File: config.mk
export PLATFORM = sky130hd
export DESIGN_NAME = nat64_cell
export DESIGN_NICKNAME = d
export VERILOG_FILES = /design/src/design/nat64_pkg.sv /design/src/design/nat64_cell.sv
export SDC_FILE = /design/constraint.sdc
export NUM_CORES = 1
export LEC_CHECK = 0
export BUFFER_PORTS_ARGS = -buffer_cell sky130_fd_sc_hd__buf_2
export CORE_AREA = 8 8 401 403
export CTS_CLUSTER_DIAMETER = 60
export DETAILED_ROUTE_END_ITERATION = 8
export DIE_AREA = 0 0 409 411
export GPL_TIMING_DRIVEN = 1
export PLACE_DENSITY = 0.38
export SLEW_MARGIN = 20
export SYNTH_ARGS = -nofsm -noshare
export SYNTH_HDL_FRONTEND = slang
export SYNTH_SLANG_ARGS = --single-unit
export TNS_END_PERCENT = 100
File: constraint.sdc
create_clock -name clk_i -period 3.7 [get_ports clk_i]
set_input_delay 0.555 -clock clk_i [delete_from_list [all_inputs] [get_ports clk_i]]
set_output_delay 0.555 -clock clk_i [all_outputs]
set_load 0.1 [all_outputs]
File: src/design/nat64_pkg.sv
package nat64_pkg;

  localparam int unsigned Entries = 32;
  localparam int unsigned PortFirst = 10000;
  localparam int unsigned PortLimit = 20000;
  localparam int unsigned PortSpan = PortLimit - PortFirst;
  localparam logic [15:0] LfsrTaps = 16'hB400;

  typedef enum logic [2:0] {
    REQ_TICK        = 3'd0,
    REQ_LOOKUP_OUT  = 3'd1,
    REQ_LOOKUP_IN   = 3'd2,
    REQ_CREATE      = 3'd3,
    REQ_SET_LIFE    = 3'd4,
    REQ_SET_RECYCLE = 3'd5
  } req_type_e;

  typedef enum logic [2:0] {
    S_IDLE,
    S_PREP,
    S_SCAN,
    S_SLOT,
    S_APPLY,
    S_PORT,
    S_OUT
  } state_e;

  typedef struct packed {
    logic        valid;
    logic [63:0] ip6_hi;
    logic [63:0] ip6_lo;
    logic [31:0] ip4_addr;
    logic [15:0] ip6_port;
    logic [15:0] ip4_port;
    logic [15:0] mapped;
    logic [7:0]  protocol;
    logic        recyclable;
    logic [31:0] remaining;
    logic [31:0] stamp;
    logic [31:0] cnt_6to4;
    logic [31:0] cnt_4to6;
  } entry_t;

  typedef struct packed {
    logic        shift;
    logic        tick;
    logic        drop;
    logic        wr;
  } cell_ctrl_t;

  typedef struct packed {
    logic [2:0]  req_type;
    logic [63:0] ip6_addr_hi;
    logic [63:0] ip6_addr_lo;
    logic [15:0] ip6_port_in;
    logic [31:0] ip4_addr_in;
    logic [15:0] ip4_port_in;
    logic [7:0]  protocol_in;
    logic [15:0] xlat_port_key;
    logic [4:0]  entry_select;
    logic [31:0] lifetime_ticks;
  } req_t;

endpackage

File: src/design/nat64_cell.sv
module nat64_cell (
  input  logic                 clk_i,
  input  logic                 rst_ni,
  input  nat64_pkg::cell_ctrl_t ctrl_i,
  input  nat64_pkg::entry_t    shift_i,
  input  nat64_pkg::entry_t    wr_i,
  output nat64_pkg::entry_t    entry_o
);

  logic              valid_q, valid_d;
  nat64_pkg::entry_t data_q, data_d;

  always_comb begin
    data_d  = data_q;
    valid_d = valid_q;
    if (ctrl_i.wr) begin
      data_d  = wr_i;
      valid_d = wr_i.valid;
    end else if (ctrl_i.shift) begin
      data_d  = shift_i;
      valid_d = shift_i.valid;
    end else begin
      if (ctrl_i.tick && valid_q && (data_q.remaining != 32'd0)) begin
        data_d.remaining = data_q.remaining - 32'd1;
      end
      if (ctrl_i.drop && valid_q && (data_q.remaining == 32'd0)) begin
        valid_d = 1'b0;
      end
    end
  end

  always_ff @(posedge clk_i or negedge rst_ni) begin
    if (!rst_ni) begin
      valid_q <= 1'b0;
    end else begin
      valid_q <= valid_d;
    end
  end

  always_ff @(posedge clk_i) begin
    data_q <= data_d;
  end

  always_comb begin
    entry_o       = data_q;
    entry_o.valid = valid_q;
  end

endmodule

==> reports/results.ini <==
[drt]
postRouteAntennaNets = 0
drt_iter0_drc = 757
vias = 12974
routed_wl_mm = 99.9
drc = 0
dr.pass1.iters = 4
via_per_inst = 3.17
routedWlPerCell_um = 24.4

[sta]
fin_setup_tns_ns = 0
post-route-period-util_pct = 72.8
relSlewSlack_pct = 41.1
fin_hold_ws_ns = 0.144
finalMaxSlewViolations = 0
rsz0062_at_grt = no
skew_ns = 0.0108
setup_viol = 0
worst_pin_slew_ns = 0.884
fmax_mhz = 371
min_period_ns = 2.69
finalHoldViolations = 0

[clock_tree]
clockBufferDepth = 3
htree_levels = 2
postCtsHoldBufs = 1
cts_tree = done
clkSinkCount = 346
cts_root_buf = clkbuf_16
post_cts_resized = 0
post-cts-setup-buffers = 0
clk_pin_slew_ns = 0.05
numCtsBuffers = 51
insertion_delay_ns = 0.60

[synthesis]
ys_ff_latch = 346
syn_inst = 896
yosys_most_used_dff = edfxtp_1
yosysUniqueCellTypes = 44
syn_avg_cell_area_um2 = 17.1
ys_async_sr_fraction_pct = 0.289
syn-num-nets = 1595
synth_edf_count = 345
syn_area_um2 = 15300
yosys_warnings = 0
seq_area_frac_synth_pct = 67.8

[min_path]
holdPathStages = 2
worstHoldEndpoint = valid_q$_DFFE_PN0P_
hp-start = ctrl_i[1]
hp-class = input port to flop

[run]
cap_viol_max_count = 0

[global_routing]
grt_max_degree = 135
grt_use_total_pct = 11.1
overflow = 0
grt_pass1_wl_mm = 127
grt_pass1_vias = 13393
antenna_found_initial = 91

[setup_path]
path_max_fanout = 26
crit_start = entry_o[121]$_DFFE_PP_
reg2reg_slack_ns = 1.01
r2r_end = entry_o[100]$_DFFE_PP_
critPathMaxStageDelay_ns = 0.56
crit_buf_inv = 1
r2r-start = entry_o[121]$_DFFE_PP_
crit_type = flop to flop
cp.arrival_ns = 3.01
endpoint_kind = flop
worstPathCellList = or4_4 > or3_4 > or3_1 > nor3_2 > o21ai_2 > buf_4
r2r_cells = 6
critical-path-top-delay-family = simple AND/OR/NAND/NOR gates
setup.worst_path.start_class = flop
critPathSlowestCell = or4_4
required_ns = 4.01

[finish]
mostFrequentLayoutCell = buf_2
drive_gt1_share_pct = 73.1
layout_common_cells = 1042 x buf_2, 345 x edfxtp_1, 312 x mux2_2
fill_cells = 17274
area_delta_synth_final_pct = 63.4
nets = 2675
multi_input_area_um2 = 4730
regArea_um2 = 10400

[power]
leakage_uw = 0.0102
power.density_nw_per_um2 = 590
peakVddDrop_mv = 0.344

[floorplan]
io_pins = 1044
core_um2 = 155000
fp.dieArea_um2 = 168000
chipHeight_um = 411
initial_core_util_pct = 9.89
die_w_um = 409
rows = 145

[place]
dp_hpwl_mm = 85.4
port_buffers = 1043
gp_congestion = 0.848

[outcome]
status = finished, final reports clean

[cell usage after synthesis (3+ instances only)]
cell type | n | area, um^2
edfxtp_1 | 345 | 10400
mux2_2 | 312 | 3510
clkbuf_1 | 42 | 158
nand2_1 | 21 | 78.8
o21ai_1 | 20 | 100
xnor2_1 | 17 | 149
a21oi_1 | 12 | 60.1
nor2_1 | 12 | 45.0
a22oi_1 | 11 | 82.6
nor3_1 | 9 | 45.0
nor4_1 | 8 | 50.1
o21ai_0 | 8 | 40.0
nand2b_1 | 7 | 43.8
o22ai_1 | 7 | 43.8
or3_1 | 6 | 37.5
mux2_1 | 5 | 56.3
nand4_1 | 5 | 31.3
xor2_1 | 5 | 43.8
inv_1 | 4 | 15.0
nor3_2 | 4 | 40.0
o31ai_1 | 4 | 30.0
mux2i_1 | 3 | 30.0
o31a_1 | 3 | 26.3
[power by group]
group	total (uW)	internal, uW	switching [uW]
logic	4840	870	3970
clock network	4900	2990	1910
registers	5020	4830	198
total	14800	8690	6080
[worst register-to-register path: stages, from the launching register on]
cell	delay, ns
edfxtp_1	0.47
or4_4	0.56
or3_4	0.36
or3_1	0.33
nor3_2	0.20
o21ai_2	0.17
buf_4	0.29
[cells by family (layout without fill, tap and decap cells)]
| group | count (synthesis) | count (layout) | share of synthesized area, % |
|---|---|---|---|
| xor gates and xnor gates | 22 | 22 | 1.26 |
| muxes | 320 | 320 | 23.5 |
| DFF | 346 | 346 | 67.8 |
| buffers and inverters | 51 | 1171 | 1.28 |
| AOI/OAI and AO/OA | 69 | 69 | 2.70 |
| adders and majority gates | 1 | 1 | 0.0817 |
| other | 0 | 23 | 0 |
| and+or+nand+nor | 87 | 87 | 3.33 |
[worst max-delay path by stage]
stage / endpoint / depth (start not counted)
detailed placement: entry_o[100]$_DFFE_PP_ / 6
floorplan: entry_o[116]$_DFFE_PP_ / 5
finish: entry_o[100]$_DFFE_PP_ / 6
CTS: entry_o[100]$_DFFE_PP_ / 6
global placement: entry_o[210]$_DFFE_PP_ / 6
global route: entry_o[100]$_DFFE_PP_ / 6
[layout make-up]
cell class | count | area share, %
diodes | 23 | 0.230
clock buffers | 64 | 5.38
clock inverters | 29 | 1.29
inverters | 5 | 0.105
multi-input cells | 499 | 18.9
flip-flops and latches | 346 | 41.5
well taps | 2058 | 10.3
repair buffers | 1073 | 22.3
[per-stage QoR]
step	power [uW]	cells	util [%]	cell area (um^2)	worst slack, ns
after global routing	15300	4076	16.1	25000	0.874
after global placement	10000	3980	15.0	23300	1.03
after floorplan	8720	896	-	15300	0.0325
final	14800	4097	16.2	25000	1.01
after detailed placement	9990	3980	15.0	23300	1.02
after CTS	15100	4074	16.1	25000	0.994
[state kept, by name, summed over array words and instances (netlist names)]
register  cells
entry_o     345
valid_q       1
[per-layer routing]
metal	up-vias	global-route usage (%)	wire [um]	share of wire, %
li1	5729	-	-	-
met1	6304	13.2	38900	39
met2	736	18.8	48200	48
met3	187	4.80	10500	11
met4	18	1.97	2060	2.1
met5	-	0	116	0.12
Power figures use the tool's default switching activity.
