File: config.mk
export PLATFORM = sky130hd
export DESIGN_NAME = nat64_port_gen
export DESIGN_NICKNAME = d
export VERILOG_FILES = /design/src/design/nat64_pkg.sv /design/src/design/nat64_port_gen.sv
export SDC_FILE = /design/constraint.sdc
export NUM_CORES = 1
export LEC_CHECK = 0
export BUFFER_PORTS_ARGS = -buffer_cell sky130_fd_sc_hd__clkbuf_2
export CORE_ASPECT_RATIO = 1.2
export CORE_UTILIZATION = 30
export DETAILED_ROUTE_END_ITERATION = 10
export GPL_TIMING_DRIVEN = 1
export SETUP_SLACK_MARGIN = 0.4
export SLEW_MARGIN = 20
export SYNTH_ARGS = -nofsm -noshare
export SYNTH_HDL_FRONTEND = slang
export SYNTH_SLANG_ARGS = --single-unit
File: constraint.sdc
create_clock -name clk_i -period 4.7 [get_ports clk_i]
set_clock_uncertainty 0.1 [all_clocks]
set_input_delay 0.235 -clock clk_i [delete_from_list [all_inputs] [get_ports clk_i]]
set_output_delay 0.235 -clock clk_i [all_outputs]
set_load 0.05 [all_outputs]
File: src/design/nat64_pkg.sv
package nat64_pkg;

  localparam int unsigned Entries = 32;
  localparam int unsigned PortFirst = 10000;
  localparam int unsigned PortLimit = 20000;
  localparam int unsigned PortSpan = PortLimit - PortFirst;
  localparam logic [15:0] LfsrTaps = 16'hB400;

  typedef enum logic [2:0] {
    REQ_TICK        = 3'd0,
    REQ_LOOKUP_OUT  = 3'd1,
    REQ_LOOKUP_IN   = 3'd2,
    REQ_CREATE      = 3'd3,
    REQ_SET_LIFE    = 3'd4,
    REQ_SET_RECYCLE = 3'd5
  } req_type_e;

  typedef enum logic [2:0] {
    S_IDLE,
    S_PREP,
    S_SCAN,
    S_SLOT,
    S_APPLY,
    S_PORT,
    S_OUT
  } state_e;

  typedef struct packed {
    logic        valid;
    logic [63:0] ip6_hi;
    logic [63:0] ip6_lo;
    logic [31:0] ip4_addr;
    logic [15:0] ip6_port;
    logic [15:0] ip4_port;
    logic [15:0] mapped;
    logic [7:0]  protocol;
    logic        recyclable;
    logic [31:0] remaining;
    logic [31:0] stamp;
    logic [31:0] cnt_6to4;
    logic [31:0] cnt_4to6;
  } entry_t;

  typedef struct packed {
    logic        shift;
    logic        tick;
    logic        drop;
    logic        wr;
  } cell_ctrl_t;

  typedef struct packed {
    logic [2:0]  req_type;
    logic [63:0] ip6_addr_hi;
    logic [63:0] ip6_addr_lo;
    logic [15:0] ip6_port_in;
    logic [31:0] ip4_addr_in;
    logic [15:0] ip4_port_in;
    logic [7:0]  protocol_in;
    logic [15:0] xlat_port_key;
    logic [4:0]  entry_select;
    logic [31:0] lifetime_ticks;
  } req_t;

endpackage

File: src/design/nat64_port_gen.sv
module nat64_port_gen (
  input  logic        clk_i,
  input  logic        rst_ni,
  input  logic        cfg_we_i,
  input  logic [15:0] cfg_wdata_i,
  input  logic        step_i,
  output logic [15:0] port_o
);

  localparam int unsigned MaxMult = 65535 / nat64_pkg::PortSpan;

  logic [15:0] lfsr_q, lfsr_d;
  logic [15:0] port_q, port_d;
  logic [15:0] shifted;
  logic [15:0] residue;

  always_comb begin
    shifted = {1'b0, lfsr_q[15:1]} ^ (lfsr_q[0] ? nat64_pkg::LfsrTaps : 16'd0);
    residue = shifted;
    for (int k = 1; k <= int'(MaxMult); k++) begin
      if (shifted >= 16'(k * int'(nat64_pkg::PortSpan))) begin
        residue = shifted - 16'(k * int'(nat64_pkg::PortSpan));
      end
    end
  end

  always_comb begin
    lfsr_d = lfsr_q;
    port_d = port_q;
    if (cfg_we_i) begin
      lfsr_d = (cfg_wdata_i == 16'd0) ? 16'd1 : cfg_wdata_i;
    end else if (step_i) begin
      lfsr_d = shifted;
      port_d = 16'(nat64_pkg::PortFirst) + residue;
    end
  end

  always_ff @(posedge clk_i or negedge rst_ni) begin
    if (!rst_ni) begin
      lfsr_q <= 16'd1;
      port_q <= 16'(nat64_pkg::PortFirst);
    end else begin
      lfsr_q <= lfsr_d;
      port_q <= port_d;
    end
  end

  assign port_o = port_q;

endmodule

==> run_results.csv <==
group,metric,value,unit
status,outcome,"completed",
timing,relSlewSlack,46.0,%
critical_path,r2r-start,"lfsr_q[7]$_DFFE_PN0P_",
global_routing,grt_max_degree,34,
global_routing,grt_pass1_vias,3292,
synth,synth_seq_cells,32,
timing,fin_ws,0.744,ns
timing,setup_violations,0,
placement,place_congestion,0.965,
synth,synth_cells,417,
synth,ys_types,68,
route,post_drt_wl_per_cell,18.4,um
critical_path,required,4.76,ns
clocking,cts-htree-levels,2,
placement,dpl.hpwl,7870,um
worst_hold_path,whs_endpoint,"lfsr_q[12]$_DFFE_PN0P_",
power_and_ir_drop,intPower,839,uW
power_and_ir_drop,switching_share,47.8,%
route,top_layer,"met4",
route,wl,10600,um
die,io_pins,36,
synth,seq_area_frac_synth,24.9,%
critical_path,worstSetupPathType,"reg -> reg",
global_routing,antenna_found_initial,0,
clocking,cts_made_buffers,5,
power_and_ir_drop,leakage,0.00160,uW
synth,syn_avg_cell_area,7.78,um^2
clocking,cts_sinks,32,
critical_path,critPathMaxFanout,10,
timing,fin_crit_sh,84.2,%
route,via_per_inst,5.90,
die,start_util,30.8,%
layout,n_antenna_cell,0,
die,num_rows,41,
global_routing,grt-ovfl-total,0,
run,cap_violations,0,
power_and_ir_drop,clock_power_share,19.4,%
route,wl_met2,4960,um
timing,worstMarginPinSlew,0.811,ns
global_routing,grt_first_pass_wirelength,17200,um
layout,final_nets,476,
placement,dpl_cell_area,3560,um^2
clocking,root_buffer,"clkbuf_16",
die,die_w,96.9,um
synth,yosys_warnings,0,
clocking,tritoncts,"built",
power_and_ir_drop,seq_power_share,26.8,%
route,route.met3.wl,560,um
timing,finalHoldViolations,0,
route,drtIter0Drc,211,
synth,synth_top_area_share,20.1,%
critical_path,cp-end-kind,"flop",
critical_path,cp.arrival,4.02,ns
die,coreArea,10500,um^2
route,drc,0,
route,first_pass_iters,5,
timing,fin_crit,3.96,ns
power_and_ir_drop,vdd.ir_drop.worst,0.000292,V
route,postRouteAntennaNets,0,
power_and_ir_drop,total_power,1610,uW
placement,pre_cts_ws,0.664,ns
critical_path,r2r_setup_slack,0.74,ns
critical_path,critPathLaunchType,"flop",
timing,max_freq,253,MHz
synth,synth_edf_count,0,
layout,design_area,3730,um^2
power_and_ir_drop,net-switching-power,767,uW
layout,drive_above_1_share,19.3,%
power_and_ir_drop,p_comb_share,53.8,%
timing,slew_violations,0,
die,die_area,11200,um^2
placement,portBuffers,35,
clocking,clock_path_buffers,2,
die,die_h,116,um
synth,async_reset_ff_share,100,%
timing,setup_tns,0,ns
timing,grt_setup_unrepaired,"no",
worst_hold_path,min_from,"cfg_wdata_i[12]",
route,wirelength_met1,4440,um
power_and_ir_drop,power_density,431,nW/um^2
synth,synth_nets,448,
clocking,cts_setup_buffers,0,
route,num_vias,3390,
synth,netlist_area,3240,um^2
worst_hold_path,min_path_type,"in -> reg",
synth,synth_top_area_cell,"dfrtp_1",
critical_path,r2r_cells,14,
synth,dominantRegCellSynth,"dfrtp_1",
clocking,clock_latency,0.28,ns
layout,syn2layout_area_growth,15.0,%
worst_hold_path,holdPathStages,3,
clocking,cts.clk_slew.worst_paths,0.05,ns
global_routing,grt_usage,19.5,%
synth,netlist_top_cells_area,"dfrtp_1, o21ai_0, nand2_1, dfstp_2, a21oi_1",
critical_path,r2r-end,"port_o[14]$_DFFE_PN0P_",
[what timing repair did]
| action | 4_1_cts | 5_1_grt |
|---|---|---|
| endpoints found under the hold margin | 26 | 0 |
| setup endpoints to repair | 0 | 3 |
| hold buffers | 1 | 0 |
| resized for setup | 0 | 6 |
[cells in the mapped netlist (all sizes together), types with 3 or more instances]
cell type	number
a211oi	6
o21a	3
a31oi	8
a311oi	4
a21o	6
xor2	11
dfstp	6
xnor2	10
nand4	4
a211o	5
nor2	28
inv	10
nor2b	6
a21oi	30
and3	4
ha	11
nand2b	7
a22oi	7
clkbuf	19
nor3	8
o21ai	42
nand2	51
mux2	6
a31o	3
buf	12
mux2i	14
and2	5
dfrtp	26
nand3	15
nor4	8
o31ai	4
[logic make-up (layout without fill, tap and decap cells)]
group	after synthesis	after routing	share of synthesized area (%)
xor+xnor	21	21	5.67
flops	32	32	24.9
buf+inv	41	70	5.52
compound gates	144	144	30.4
fa+ha+maj	11	11	4.24
simple gates	148	148	22.8
mux	20	20	6.40
[per-stage QoR]
stage / hold slack, ns / cells / util [%]
after floorplan: -0.161 / 417 / -
after global placement: 0.250 / 566 / 33.8
after detailed placement: 0.267 / 566 / 33.8
after CTS: 0.0698 / 575 / 35.2
after global routing: 0.0958 / 575 / 35.5
final: 0.0739 / 575 / 35.5
[critical path, stage by stage (launching register included)]
cell,delay [ns]
dfrtp_1,0.49
inv_1,0.22
ha_1,0.30
nor2b_1,0.26
nor3_1,0.11
a22oi_4,0.27
and2_1,0.25
a2111oi_0,0.14
o41ai_2,0.46
inv_1,0.08
ha_1,0.21
nor3b_2,0.18
or4_1,0.57
nand4_1,0.10
nand3_1,0.09
[final cells by class]
type                    count  area, um^2
flip-flops and latches     32         813
repair buffers             52         305
fillers                  1093        6790
clock buffers               7         133
clock inverters             1        5.00
inverters                  10        37.5
multi-input cells         344        2270
well taps                 129         161
[power groups by stage]
stage | combinational, uW | sequential, uW | clock [uW]
2_1_floorplan | 472 | 588 | 0
3_3_place_gp | 854 | 430 | 0
3_5_place_dp | 850 | 434 | 0
4_1_cts | 854 | 430 | 322
5_1_grt | 936 | 441 | 330
6_report | 864 | 431 | 311
[state kept, by name (all words and copies together), names as in the netlist]
register,count
lfsr_q,16
port_o,16
[worst max-delay path by stage]
| stage | cells past startpoint | startpoint | slack, ns | endpoint |
|---|---|---|---|---|
| 4_1_cts | 12 | lfsr_q[0]$_DFFE_PN1P_ | 0.64 | port_o[14]$_DFFE_PN0P_ |
| 3_3_place_gp | 12 | lfsr_q[9]$_DFFE_PN0P_ | 0.67 | port_o[10]$_DFFE_PN1P_ |
| 3_5_place_dp | 12 | lfsr_q[0]$_DFFE_PN1P_ | 0.66 | port_o[14]$_DFFE_PN0P_ |
| 2_1_floorplan | 16 | lfsr_q[7]$_DFFE_PN0P_ | 0.91 | port_o[10]$_DFFE_PN1P_ |
| 5_1_grt | 14 | lfsr_q[7]$_DFFE_PN0P_ | 0.40 | port_o[10]$_DFFE_PN1P_ |
| 6_report | 14 | lfsr_q[7]$_DFFE_PN0P_ | 0.74 | port_o[14]$_DFFE_PN0P_ |
[routing by layer]
metal	global-route usage [%]	up-vias
met5	0	-
met4	13.7	0
met3	2.05	40
met2	31.8	139
met1	24.2	1616
li1	-	1595
[cells in the final DEF (no fill, tap or decap), types with 11 or more instances in the layout]
cell type / instances
nand2_1: 50
o21ai_0: 40
clkbuf_2: 35
a21oi_1: 30
nor2_1: 28
dfrtp_1: 25
buf_4: 16
nand3_1: 15
mux2i_1: 14
xor2_1: 11
ha_1: 11
Note: power is estimated with default switching activity, not from simulation.
